--- config.mk ---
export PLATFORM = sky130hd
export DESIGN_NAME = rhhs_ctrl
export DESIGN_NICKNAME = d
export VERILOG_FILES = /design/src/robin_hood_hash_set_macros.svh /design/src/rhhs_pkg.sv /design/src/rhhs_ctrl.sv
export SDC_FILE = /design/constraint.sdc
export NUM_CORES = 1
export LEC_CHECK = 0
export BUFFER_PORTS_ARGS = -buffer_cell sky130_fd_sc_hd__buf_2
export CORE_MARGIN = 4
export CORE_UTILIZATION = 56
export CTS_BUF_LIST = sky130_fd_sc_hd__clkbuf_16
export DETAILED_ROUTE_END_ITERATION = 10
export PLACE_DENSITY_LB_ADDON = 0.1
export SYNTH_ARGS = -nofsm -noshare
export SYNTH_HDL_FRONTEND = slang
export SYNTH_SLANG_ARGS = --single-unit
--- constraint.sdc ---
create_clock -name aclk -period 2.6 [get_ports aclk]
set_clock_uncertainty 0.1 [all_clocks]
set_input_delay 0.52 -clock aclk [delete_from_list [all_inputs] [get_ports aclk]]
set_output_delay 0.52 -clock aclk [all_outputs]
set_load 0.02 [all_outputs]
--- src/robin_hood_hash_set_macros.svh ---
// Assertion macros for the robin hood hash set
`ifndef ROBIN_HOOD_HASH_SET_MACROS_SVH
`define ROBIN_HOOD_HASH_SET_MACROS_SVH
`ifndef SYNTH
// same-cycle implication
`define RHHS_ASSERT_IMP(label, clk, rstn, ante, cons) \
    label: assert property (@(posedge clk) disable iff (!(rstn)) (ante) |-> (cons)) \
        else $error("rhhs assertion failed");
// next-cycle implication
`define RHHS_ASSERT_NXT(label, clk, rstn, ante, cons) \
    label: assert property (@(posedge clk) disable iff (!(rstn)) (ante) |=> (cons)) \
        else $error("rhhs assertion failed");
`else
`define RHHS_ASSERT_IMP(label, clk, rstn, ante, cons)
`define RHHS_ASSERT_NXT(label, clk, rstn, ante, cons)
`endif
`endif

--- src/rhhs_pkg.sv ---
// Shared types and constants of the robin hood hash set
package rhhs_pkg;

    // request opcodes
    localparam logic [1:0] OP_INSERT = 2'd0;
    localparam logic [1:0] OP_DELETE = 2'd1;
    localparam logic [1:0] OP_SAMPLE = 2'd2;
    localparam logic [1:0] OP_NONE   = 2'd3;

    // result status codes
    localparam logic [2:0] ST_OK       = 3'd0;
    localparam logic [2:0] ST_DUP      = 3'd1;
    localparam logic [2:0] ST_NOTFOUND = 3'd2;
    localparam logic [2:0] ST_FULL     = 3'd3;
    localparam logic [2:0] ST_RESERVED = 3'd4;
    localparam logic [2:0] ST_EMPTY    = 3'd5;

    // mixer and generator constants
    localparam logic [63:0] FMIX_C1    = 64'hff51afd7ed558ccd;
    localparam logic [63:0] FMIX_C2    = 64'hc4ceb9fe1a85ec53;
    localparam int          FMIX_SHIFT = 33;
    localparam logic [63:0] PRNG_SEED  = 64'd88172645463325252;
    localparam int          XS_A       = 13;
    localparam int          XS_B       = 7;
    localparam int          XS_C       = 17;

    localparam logic [9:0]  FILL_RESET = 10'd512;

    // datapath commands
    typedef enum logic [4:0] {
        CMD_NONE, CMD_CLEAR, CMD_LOAD, CMD_HASH_TGT, CMD_HOME, CMD_RD_SLOT,
        CMD_HASH_SLOT, CMD_STEP, CMD_FOUND, CMD_INS_DENSE, CMD_INS_PLACE,
        CMD_INS_SWAP, CMD_RD_LAST, CMD_LAST, CMD_MOVE, CMD_DEL_START,
        CMD_SHIFT, CMD_DEL_CLR, CMD_MOD_LIM, CMD_SET_LIM, CMD_DRAW,
        CMD_MOD_DRAW, CMD_RD_SAMPLE, CMD_RESULT
    } cmd_code_t;

    typedef struct packed {
        cmd_code_t  code;
        logic [2:0] res_status;
        logic       res_sample;
    } ctrl_cmd_t;

    typedef struct packed {
        logic [1:0] op;
        logic       key_rsv;
        logic       count_zero;
        logic       full;
        logic       hash_busy;
        logic       mod_busy;
        logic       slot_empty;
        logic       slot_match;
        logic       od_lt;
        logic       home_eq;
        logic       last_eq;
        logic       draw_ok;
        logic       out_full;
        logic       clr_last;
    } dp_stat_t;

endpackage

--- src/rhhs_ctrl.sv ---
// Controller: sequences lookup, insert, backward-shift delete and sampling
module rhhs_ctrl (
    input  logic                aclk,
    input  logic                aresetn,
    input  logic                s_valid,
    output logic                s_ready,
    input  rhhs_pkg::dp_stat_t  stat,
    output rhhs_pkg::ctrl_cmd_t cmd
);
    localparam logic [4:0] S_CLR   = 5'd0;
    localparam logic [4:0] S_IDLE  = 5'd1;
    localparam logic [4:0] S_DISP  = 5'd2;
    localparam logic [4:0] S_LHASH = 5'd3;
    localparam logic [4:0] S_LHW   = 5'd4;
    localparam logic [4:0] S_LRD   = 5'd5;
    localparam logic [4:0] S_LCHK  = 5'd6;
    localparam logic [4:0] S_LSW   = 5'd7;
    localparam logic [4:0] S_LHIT  = 5'd8;
    localparam logic [4:0] S_LMISS = 5'd9;
    localparam logic [4:0] S_IRD   = 5'd10;
    localparam logic [4:0] S_ICHK  = 5'd11;
    localparam logic [4:0] S_IW    = 5'd12;
    localparam logic [4:0] S_ISTEP = 5'd13;
    localparam logic [4:0] S_DRDL  = 5'd14;
    localparam logic [4:0] S_DLAST = 5'd15;
    localparam logic [4:0] S_DSH0  = 5'd16;
    localparam logic [4:0] S_DRD   = 5'd17;
    localparam logic [4:0] S_DCHK  = 5'd18;
    localparam logic [4:0] S_DW    = 5'd19;
    localparam logic [4:0] S_SLIM  = 5'd20;
    localparam logic [4:0] S_SLW   = 5'd21;
    localparam logic [4:0] S_SDRAW = 5'd22;
    localparam logic [4:0] S_SDCHK = 5'd23;
    localparam logic [4:0] S_SMW   = 5'd24;
    localparam logic [4:0] S_SRD   = 5'd25;
    localparam logic [4:0] S_DONE  = 5'd26;

    logic [4:0] state_reg, state_next;
    logic       pass_reg, pass_next;
    logic [2:0] rs_reg, rs_next;
    logic       smp_reg, smp_next;

    always_ff @(posedge aclk) begin
        if (!aresetn) begin
            state_reg <= S_CLR;
            pass_reg  <= 1'b0;
            rs_reg    <= rhhs_pkg::ST_OK;
            smp_reg   <= 1'b0;
        end else begin
            state_reg <= state_next;
            pass_reg  <= pass_next;
            rs_reg    <= rs_next;
            smp_reg   <= smp_next;
        end
    end

    assign s_ready = (state_reg == S_IDLE);

    // next state and command
    always_comb begin
        state_next     = state_reg;
        pass_next      = pass_reg;
        rs_next        = rs_reg;
        smp_next       = smp_reg;
        cmd.code       = rhhs_pkg::CMD_NONE;
        cmd.res_status = rs_reg;
        cmd.res_sample = smp_reg;
        unique case (state_reg)
            S_CLR: begin
                cmd.code = rhhs_pkg::CMD_CLEAR;
                if (stat.clr_last) state_next = S_IDLE;
            end
            S_IDLE: begin
                if (s_valid) begin
                    cmd.code   = rhhs_pkg::CMD_LOAD;
                    pass_next  = 1'b0;
                    smp_next   = 1'b0;
                    state_next = S_DISP;
                end
            end
            S_DISP: begin
                state_next = S_DONE;
                unique case (stat.op)
                    rhhs_pkg::OP_INSERT: begin
                        if (stat.key_rsv) rs_next = rhhs_pkg::ST_RESERVED;
                        else state_next = S_LHASH;
                    end
                    rhhs_pkg::OP_DELETE: begin
                        if (stat.key_rsv || stat.count_zero) rs_next = rhhs_pkg::ST_NOTFOUND;
                        else state_next = S_LHASH;
                    end
                    rhhs_pkg::OP_SAMPLE: begin
                        if (stat.count_zero) rs_next = rhhs_pkg::ST_EMPTY;
                        else state_next = S_SLIM;
                    end
                    default: rs_next = rhhs_pkg::ST_OK;
                endcase
            end
            // probe walk of a lookup
            S_LHASH: begin
                cmd.code   = rhhs_pkg::CMD_HASH_TGT;
                state_next = S_LHW;
            end
            S_LHW: begin
                if (!stat.hash_busy) begin
                    cmd.code   = rhhs_pkg::CMD_HOME;
                    state_next = S_LRD;
                end
            end
            S_LRD: begin
                cmd.code   = rhhs_pkg::CMD_RD_SLOT;
                state_next = S_LCHK;
            end
            S_LCHK: begin
                priority if (stat.slot_empty) begin
                    state_next = S_LMISS;
                end else if (stat.slot_match) begin
                    state_next = S_LHIT;
                end else begin
                    cmd.code   = rhhs_pkg::CMD_HASH_SLOT;
                    state_next = S_LSW;
                end
            end
            S_LSW: begin
                if (!stat.hash_busy) begin
                    if (stat.od_lt) begin
                        state_next = S_LMISS;
                    end else begin
                        cmd.code   = rhhs_pkg::CMD_STEP;
                        state_next = S_LRD;
                    end
                end
            end
            S_LHIT: begin
                priority if (pass_reg) begin
                    cmd.code   = rhhs_pkg::CMD_MOVE;
                    state_next = S_DSH0;
                end else if (stat.op == rhhs_pkg::OP_INSERT) begin
                    rs_next    = rhhs_pkg::ST_DUP;
                    state_next = S_DONE;
                end else begin
                    cmd.code   = rhhs_pkg::CMD_FOUND;
                    state_next = S_DRDL;
                end
            end
            S_LMISS: begin
                priority if (pass_reg) begin
                    state_next = S_DSH0;
                end else if (stat.op == rhhs_pkg::OP_INSERT) begin
                    if (stat.full) begin
                        rs_next    = rhhs_pkg::ST_FULL;
                        state_next = S_DONE;
                    end else begin
                        cmd.code   = rhhs_pkg::CMD_INS_DENSE;
                        state_next = S_IRD;
                    end
                end else begin
                    rs_next    = rhhs_pkg::ST_NOTFOUND;
                    state_next = S_DONE;
                end
            end
            // insert walk with displacement
            S_IRD: begin
                cmd.code   = rhhs_pkg::CMD_RD_SLOT;
                state_next = S_ICHK;
            end
            S_ICHK: begin
                if (stat.slot_empty) begin
                    cmd.code   = rhhs_pkg::CMD_INS_PLACE;
                    rs_next    = rhhs_pkg::ST_OK;
                    state_next = S_DONE;
                end else begin
                    cmd.code   = rhhs_pkg::CMD_HASH_SLOT;
                    state_next = S_IW;
                end
            end
            S_IW: begin
                if (!stat.hash_busy) begin
                    if (stat.od_lt) begin
                        cmd.code   = rhhs_pkg::CMD_INS_SWAP;
                        state_next = S_ISTEP;
                    end else begin
                        cmd.code   = rhhs_pkg::CMD_STEP;
                        state_next = S_IRD;
                    end
                end
            end
            S_ISTEP: begin
                cmd.code   = rhhs_pkg::CMD_STEP;
                state_next = S_IRD;
            end
            // delete: refill the dense hole, then backward shift
            S_DRDL: begin
                cmd.code   = rhhs_pkg::CMD_RD_LAST;
                state_next = S_DLAST;
            end
            S_DLAST: begin
                cmd.code = rhhs_pkg::CMD_LAST;
                if (stat.last_eq) begin
                    state_next = S_DSH0;
                end else begin
                    pass_next  = 1'b1;
                    state_next = S_LHASH;
                end
            end
            S_DSH0: begin
                cmd.code   = rhhs_pkg::CMD_DEL_START;
                state_next = S_DRD;
            end
            S_DRD: begin
                cmd.code   = rhhs_pkg::CMD_RD_SLOT;
                state_next = S_DCHK;
            end
            S_DCHK: begin
                if (stat.slot_empty) begin
                    cmd.code   = rhhs_pkg::CMD_DEL_CLR;
                    rs_next    = rhhs_pkg::ST_OK;
                    state_next = S_DONE;
                end else begin
                    cmd.code   = rhhs_pkg::CMD_HASH_SLOT;
                    state_next = S_DW;
                end
            end
            S_DW: begin
                if (!stat.hash_busy) begin
                    if (stat.home_eq) begin
                        cmd.code   = rhhs_pkg::CMD_DEL_CLR;
                        rs_next    = rhhs_pkg::ST_OK;
                        state_next = S_DONE;
                    end else begin
                        cmd.code   = rhhs_pkg::CMD_SHIFT;
                        state_next = S_DRD;
                    end
                end
            end
            // sample: rejection bound, draw, reduce
            S_SLIM: begin
                cmd.code   = rhhs_pkg::CMD_MOD_LIM;
                state_next = S_SLW;
            end
            S_SLW: begin
                if (!stat.mod_busy) begin
                    cmd.code   = rhhs_pkg::CMD_SET_LIM;
                    state_next = S_SDRAW;
                end
            end
            S_SDRAW: begin
                cmd.code   = rhhs_pkg::CMD_DRAW;
                state_next = S_SDCHK;
            end
            S_SDCHK: begin
                if (stat.draw_ok) begin
                    cmd.code   = rhhs_pkg::CMD_MOD_DRAW;
                    state_next = S_SMW;
                end else begin
                    state_next = S_SDRAW;
                end
            end
            S_SMW: begin
                if (!stat.mod_busy) begin
                    cmd.code   = rhhs_pkg::CMD_RD_SAMPLE;
                    state_next = S_SRD;
                end
            end
            S_SRD: begin
                smp_next   = 1'b1;
                rs_next    = rhhs_pkg::ST_OK;
                state_next = S_DONE;
            end
            S_DONE: begin
                if (!stat.out_full) begin
                    cmd.code   = rhhs_pkg::CMD_RESULT;
                    state_next = S_IDLE;
                end
            end
            default: state_next = S_IDLE;
        endcase
    end
endmodule

==> flow_summary_export.csv <==
group,metric,value,unit
outcome,outcome,"finished clean",
critical_path,cp.arrival,1.88,ns
final_layout,fin_nets,274,
yosys,syn_area,1560,um2
die,fp.dieW,60.7,um
timing,rsz0062_at_grt,"no",
final_layout,n_fill_cell,209,
power,p_per_area,498,nW/um2
power,vdd_ir_drop_max,711,uV
critical_path,crit_buf_inv,2,
grt,grt_use_total,34.5,%
timing,hold_violations,0,
detailed_routing,vias_per_cell,7.37,
yosys,synth-compound-area-share,40.9,%
yosys,synth_cell_types,61,
yosys,synth_fa_ha_area_share,0,%
clock_network,postCtsSetupBuffers,0,
yosys,avgSynthCellArea,6.86,um2
grt,use_met3,9.15,%
critical_path,path_delay_family,"simple AND/OR/NAND/NOR gates",
final_layout,diodes,0,
grt,antenna_found_initial,0,
clock_network,clkSinkCount,10,
yosys,synth-simple-area-share,35.5,%
grt,grt.overflow.total,0,
clock_network,root_buffer,"clkbuf_16",
detailed_routing,dr.pass1.iters,5,
clock_network,cts_tree,"yes",
min_path,holdCritStartpoint,"rs_reg[2]",
critical_path,required,1.98,ns
critical_path,crit_start,"state_reg[4]",
critical_path,reg2reg_from,"state_reg[4]",
die,core,2570,um2
power,p_sw,384,uW
min_path,hold_path.class,"flip-flop to flip-flop",
yosys,synth_ff_type,"dfxtp_1",
detailed_routing,routed_wl,6000,um
timing,final_max_slew_viol_count,0,
timing,finalSetupViolations,0,
yosys,synth_mux_area_share,0.643,%
critical_path,crit_chain,"buf_4, or3b_1, nor2_1, o21ai_0, o311ai_0, buf_2",
yosys,yosysTopAreaCell,"dfxtp_1",
critical_path,cp_slowest_stage_delay,0.50,ns
final_layout,multi_input_area,1220,um2
placed_design,placed_cell_area,1760,um2
placed_design,dp_hpwl,4380,um
yosys,synth_top_family_by_area,"compound AO/OA/AOI/OAI gates",
detailed_routing,ant_nets,0,
yosys,synth_seq_cells,10,
power,p_clk_share,29.8,%
yosys,syn_nets,245,
clock_network,clockBufferDepth,2,
power,switching_share,41.5,%
placed_design,numPortBuffers,27,
grt,met1_usage,44.8,%
clock_network,clkLatencyLatePin,0.24,ns
grt,grt_pass1_vias,1963,
placed_design,post-place-ws,0.116,ns
timing,finalSetupTns,0,ns
die,num_rows,18,
die,pin_count,28,
critical_path,cp_max_fo,12,
grt,met2_usage,53.4,%
timing,fmaxAchievable,400,MHz
yosys,synth_area_leaders,"dfxtp_1 13%, a21oi_1 6.1%, nor2_1 5.1%, nand2_1 3.6%, a211oi_1 3.4%",
power,leakagePower,0.000690,uW
critical_path,cp_slowest_cell,"or3b_1",
critical_path,critPathLaunchType,"flip-flop",
yosys,async_flop_share,0,%
timing,min_period,2.50,ns
grt,grt_max_degree,21,
die,die-area,3690,um2
run,cap_violations,0,
final_layout,seqCellArea,216,um2
clock_network,cts_made_buffers,3,
clock_network,htreeDepth,1,
power,seqPwrFrac,22.9,%
die,start_util,60.6,%
clock_network,clk_pin_slew,0.04,ns
timing,setup_slack,0.103,ns
placed_design,gp_congestion,1.02,
timing,holdWs,0.365,ns
yosys,synth.top_cell.area_share,12.9,%
timing,slew_headroom,63.0,%
power,p_comb_share,47.2,%
final_layout,largest_reg_flops,5,
grt,grt_pass1_wl,9530,um
critical_path,cp-end-kind,"output port",
yosys,syn-instance-count,227,
critical_path,worstSetupPathType,"flip-flop to output port",
yosys,synth_xor_area_share,0.563,%
die,die-height,60.7,um
yosys,ys_warn_count,0,
yosys,ys_seq_area_share,12.9,%
yosys,synth_edf_count,0,
detailed_routing,drtIter0Drc,320,
final_layout,drive_gt1_share,24.4,%
timing,worstMarginPinSlew,0.542,ns
timing,period_share,96.0,%
final_layout,syn_to_final_growth,19.4,%
detailed_routing,drc_errors,0,
power,p_int,542,uW
detailed_routing,wl_per_cell,21.1,um
grt,grt.busiest_layer,"met2",
final_layout,fin_area,1860,um2
detailed_routing,vias,2092,
==> path summary, 6_finish.rpt <==
| kind | end | slack (ns) | cells after the start |
|---|---|---|---|
| worst max-delay path | cmd[4] | 0.10 | 6 |
| worst min-delay path | rs_reg[2] | 0.36 | 2 |
| worst max register to register | rs_reg[1] | 0.31 | 7 |
| worst min register to register | rs_reg[2] | 0.36 | 2 |
==> worst reg2reg max path: stages, from the launching register on <==
cell	delay, ns
dfxtp_2	0.38
buf_4	0.18
buf_4	0.15
or4b_1	0.57
a31oi_1	0.18
a221oi_1	0.17
and3_4	0.25
a311oi_1	0.22
==> cell type report <==
| type | count | area share [%] |
|---|---|---|
| multi-input combinational | 186 | 65.5 |
| timing repair buffer | 46 | 14.9 |
| sequential | 10 | 11.6 |
| clock buffer | 3 | 4.04 |
| tap | 30 | 2.02 |
| inverter | 9 | 1.82 |
==> kinds of logic after synthesis <==
family / after synthesis
XOR/XNOR: 1
AND/OR/NAND/NOR: 97
multiplexers: 1
AO/OA/AOI/OAI: 87
flip-flops: 10
buffers and inverters: 31
==> cells in the final DEF, fill, tap and decap left out, types with 3 or more instances in the layout <==
master     Yosys  layout
a31oi_1        7       7
buf_2         10      27
a21oi_1       19      19
o2bb2ai_1      4       4
nor4bb_1       3       3
nor2_1        21      21
or3_1          3       3
nand3b_1       7       7
o22ai_1        3       3
buf_4          3      19
a311oi_1       3       3
dfxtp_1       10       5
a211oi_1       7       7
nand2_1       15      15
nor3_1         7       7
o21ai_0       10      10
clkbuf_16      0       3
nor4_1         4       3
dfxtp_4        0       4
nand2b_1       7       6
nand3_1        5       5
o31ai_1        3       3
nor3b_1        3       3
inv_1          8       8
nor2b_1        8       8
==> stage by stage <==
step                power, uW  cells  utilization, %
floorplan                 480    227               -
global placement          621    281            68.5
detailed placement        625    281            68.5
CTS                       905    284            71.6
global route              965    284            72.4
finish                    925    284            72.4
==> power by group through the flow <==
stage               clock [uW]  combinational [uW]  sequential [uW]
detailed placement           0                 417              208
global route               279                 472              214
CTS                        275                 423              208
global placement             0                 415              206
floorplan                    0                 297              182
finish                     276                 437              212
==> cells in the mapped netlist, drive strengths merged (3+ instances only) <==
| library cell | instances |
|---|---|
| a211oi | 7 |
| a21oi | 19 |
| a311oi | 4 |
| a31oi | 7 |
| buf | 17 |
| clkbuf | 5 |
| dfxtp | 10 |
| inv | 8 |
| nand2 | 15 |
| nand2b | 7 |
| nand3 | 5 |
| nand3b | 7 |
| nor2 | 21 |
| nor2b | 8 |
| nor3 | 7 |
| nor3b | 3 |
| nor4 | 4 |
| nor4bb | 3 |
| o21ai | 10 |
| o22ai | 3 |
| o2bb2ai | 4 |
| o31ai | 3 |
| or3 | 3 |
==> routing by layer <==
layer / share of wire (%) / wire length, um / vias up
met4: 3.5 / 209 / 0
li1: - / - / 934
met5: 0 / 0 / -
met2: 44 / 2640 / 165
met1: 39 / 2340 / 963
met3: 13 / 805 / 30
==> what timing repair did <==
item / in CTS / in global routing
hold buffers: 0 / 0
gates resized for setup: 4 / 7
setup endpoints to repair: 4 / 5
Power figures use the tool's default switching activity.
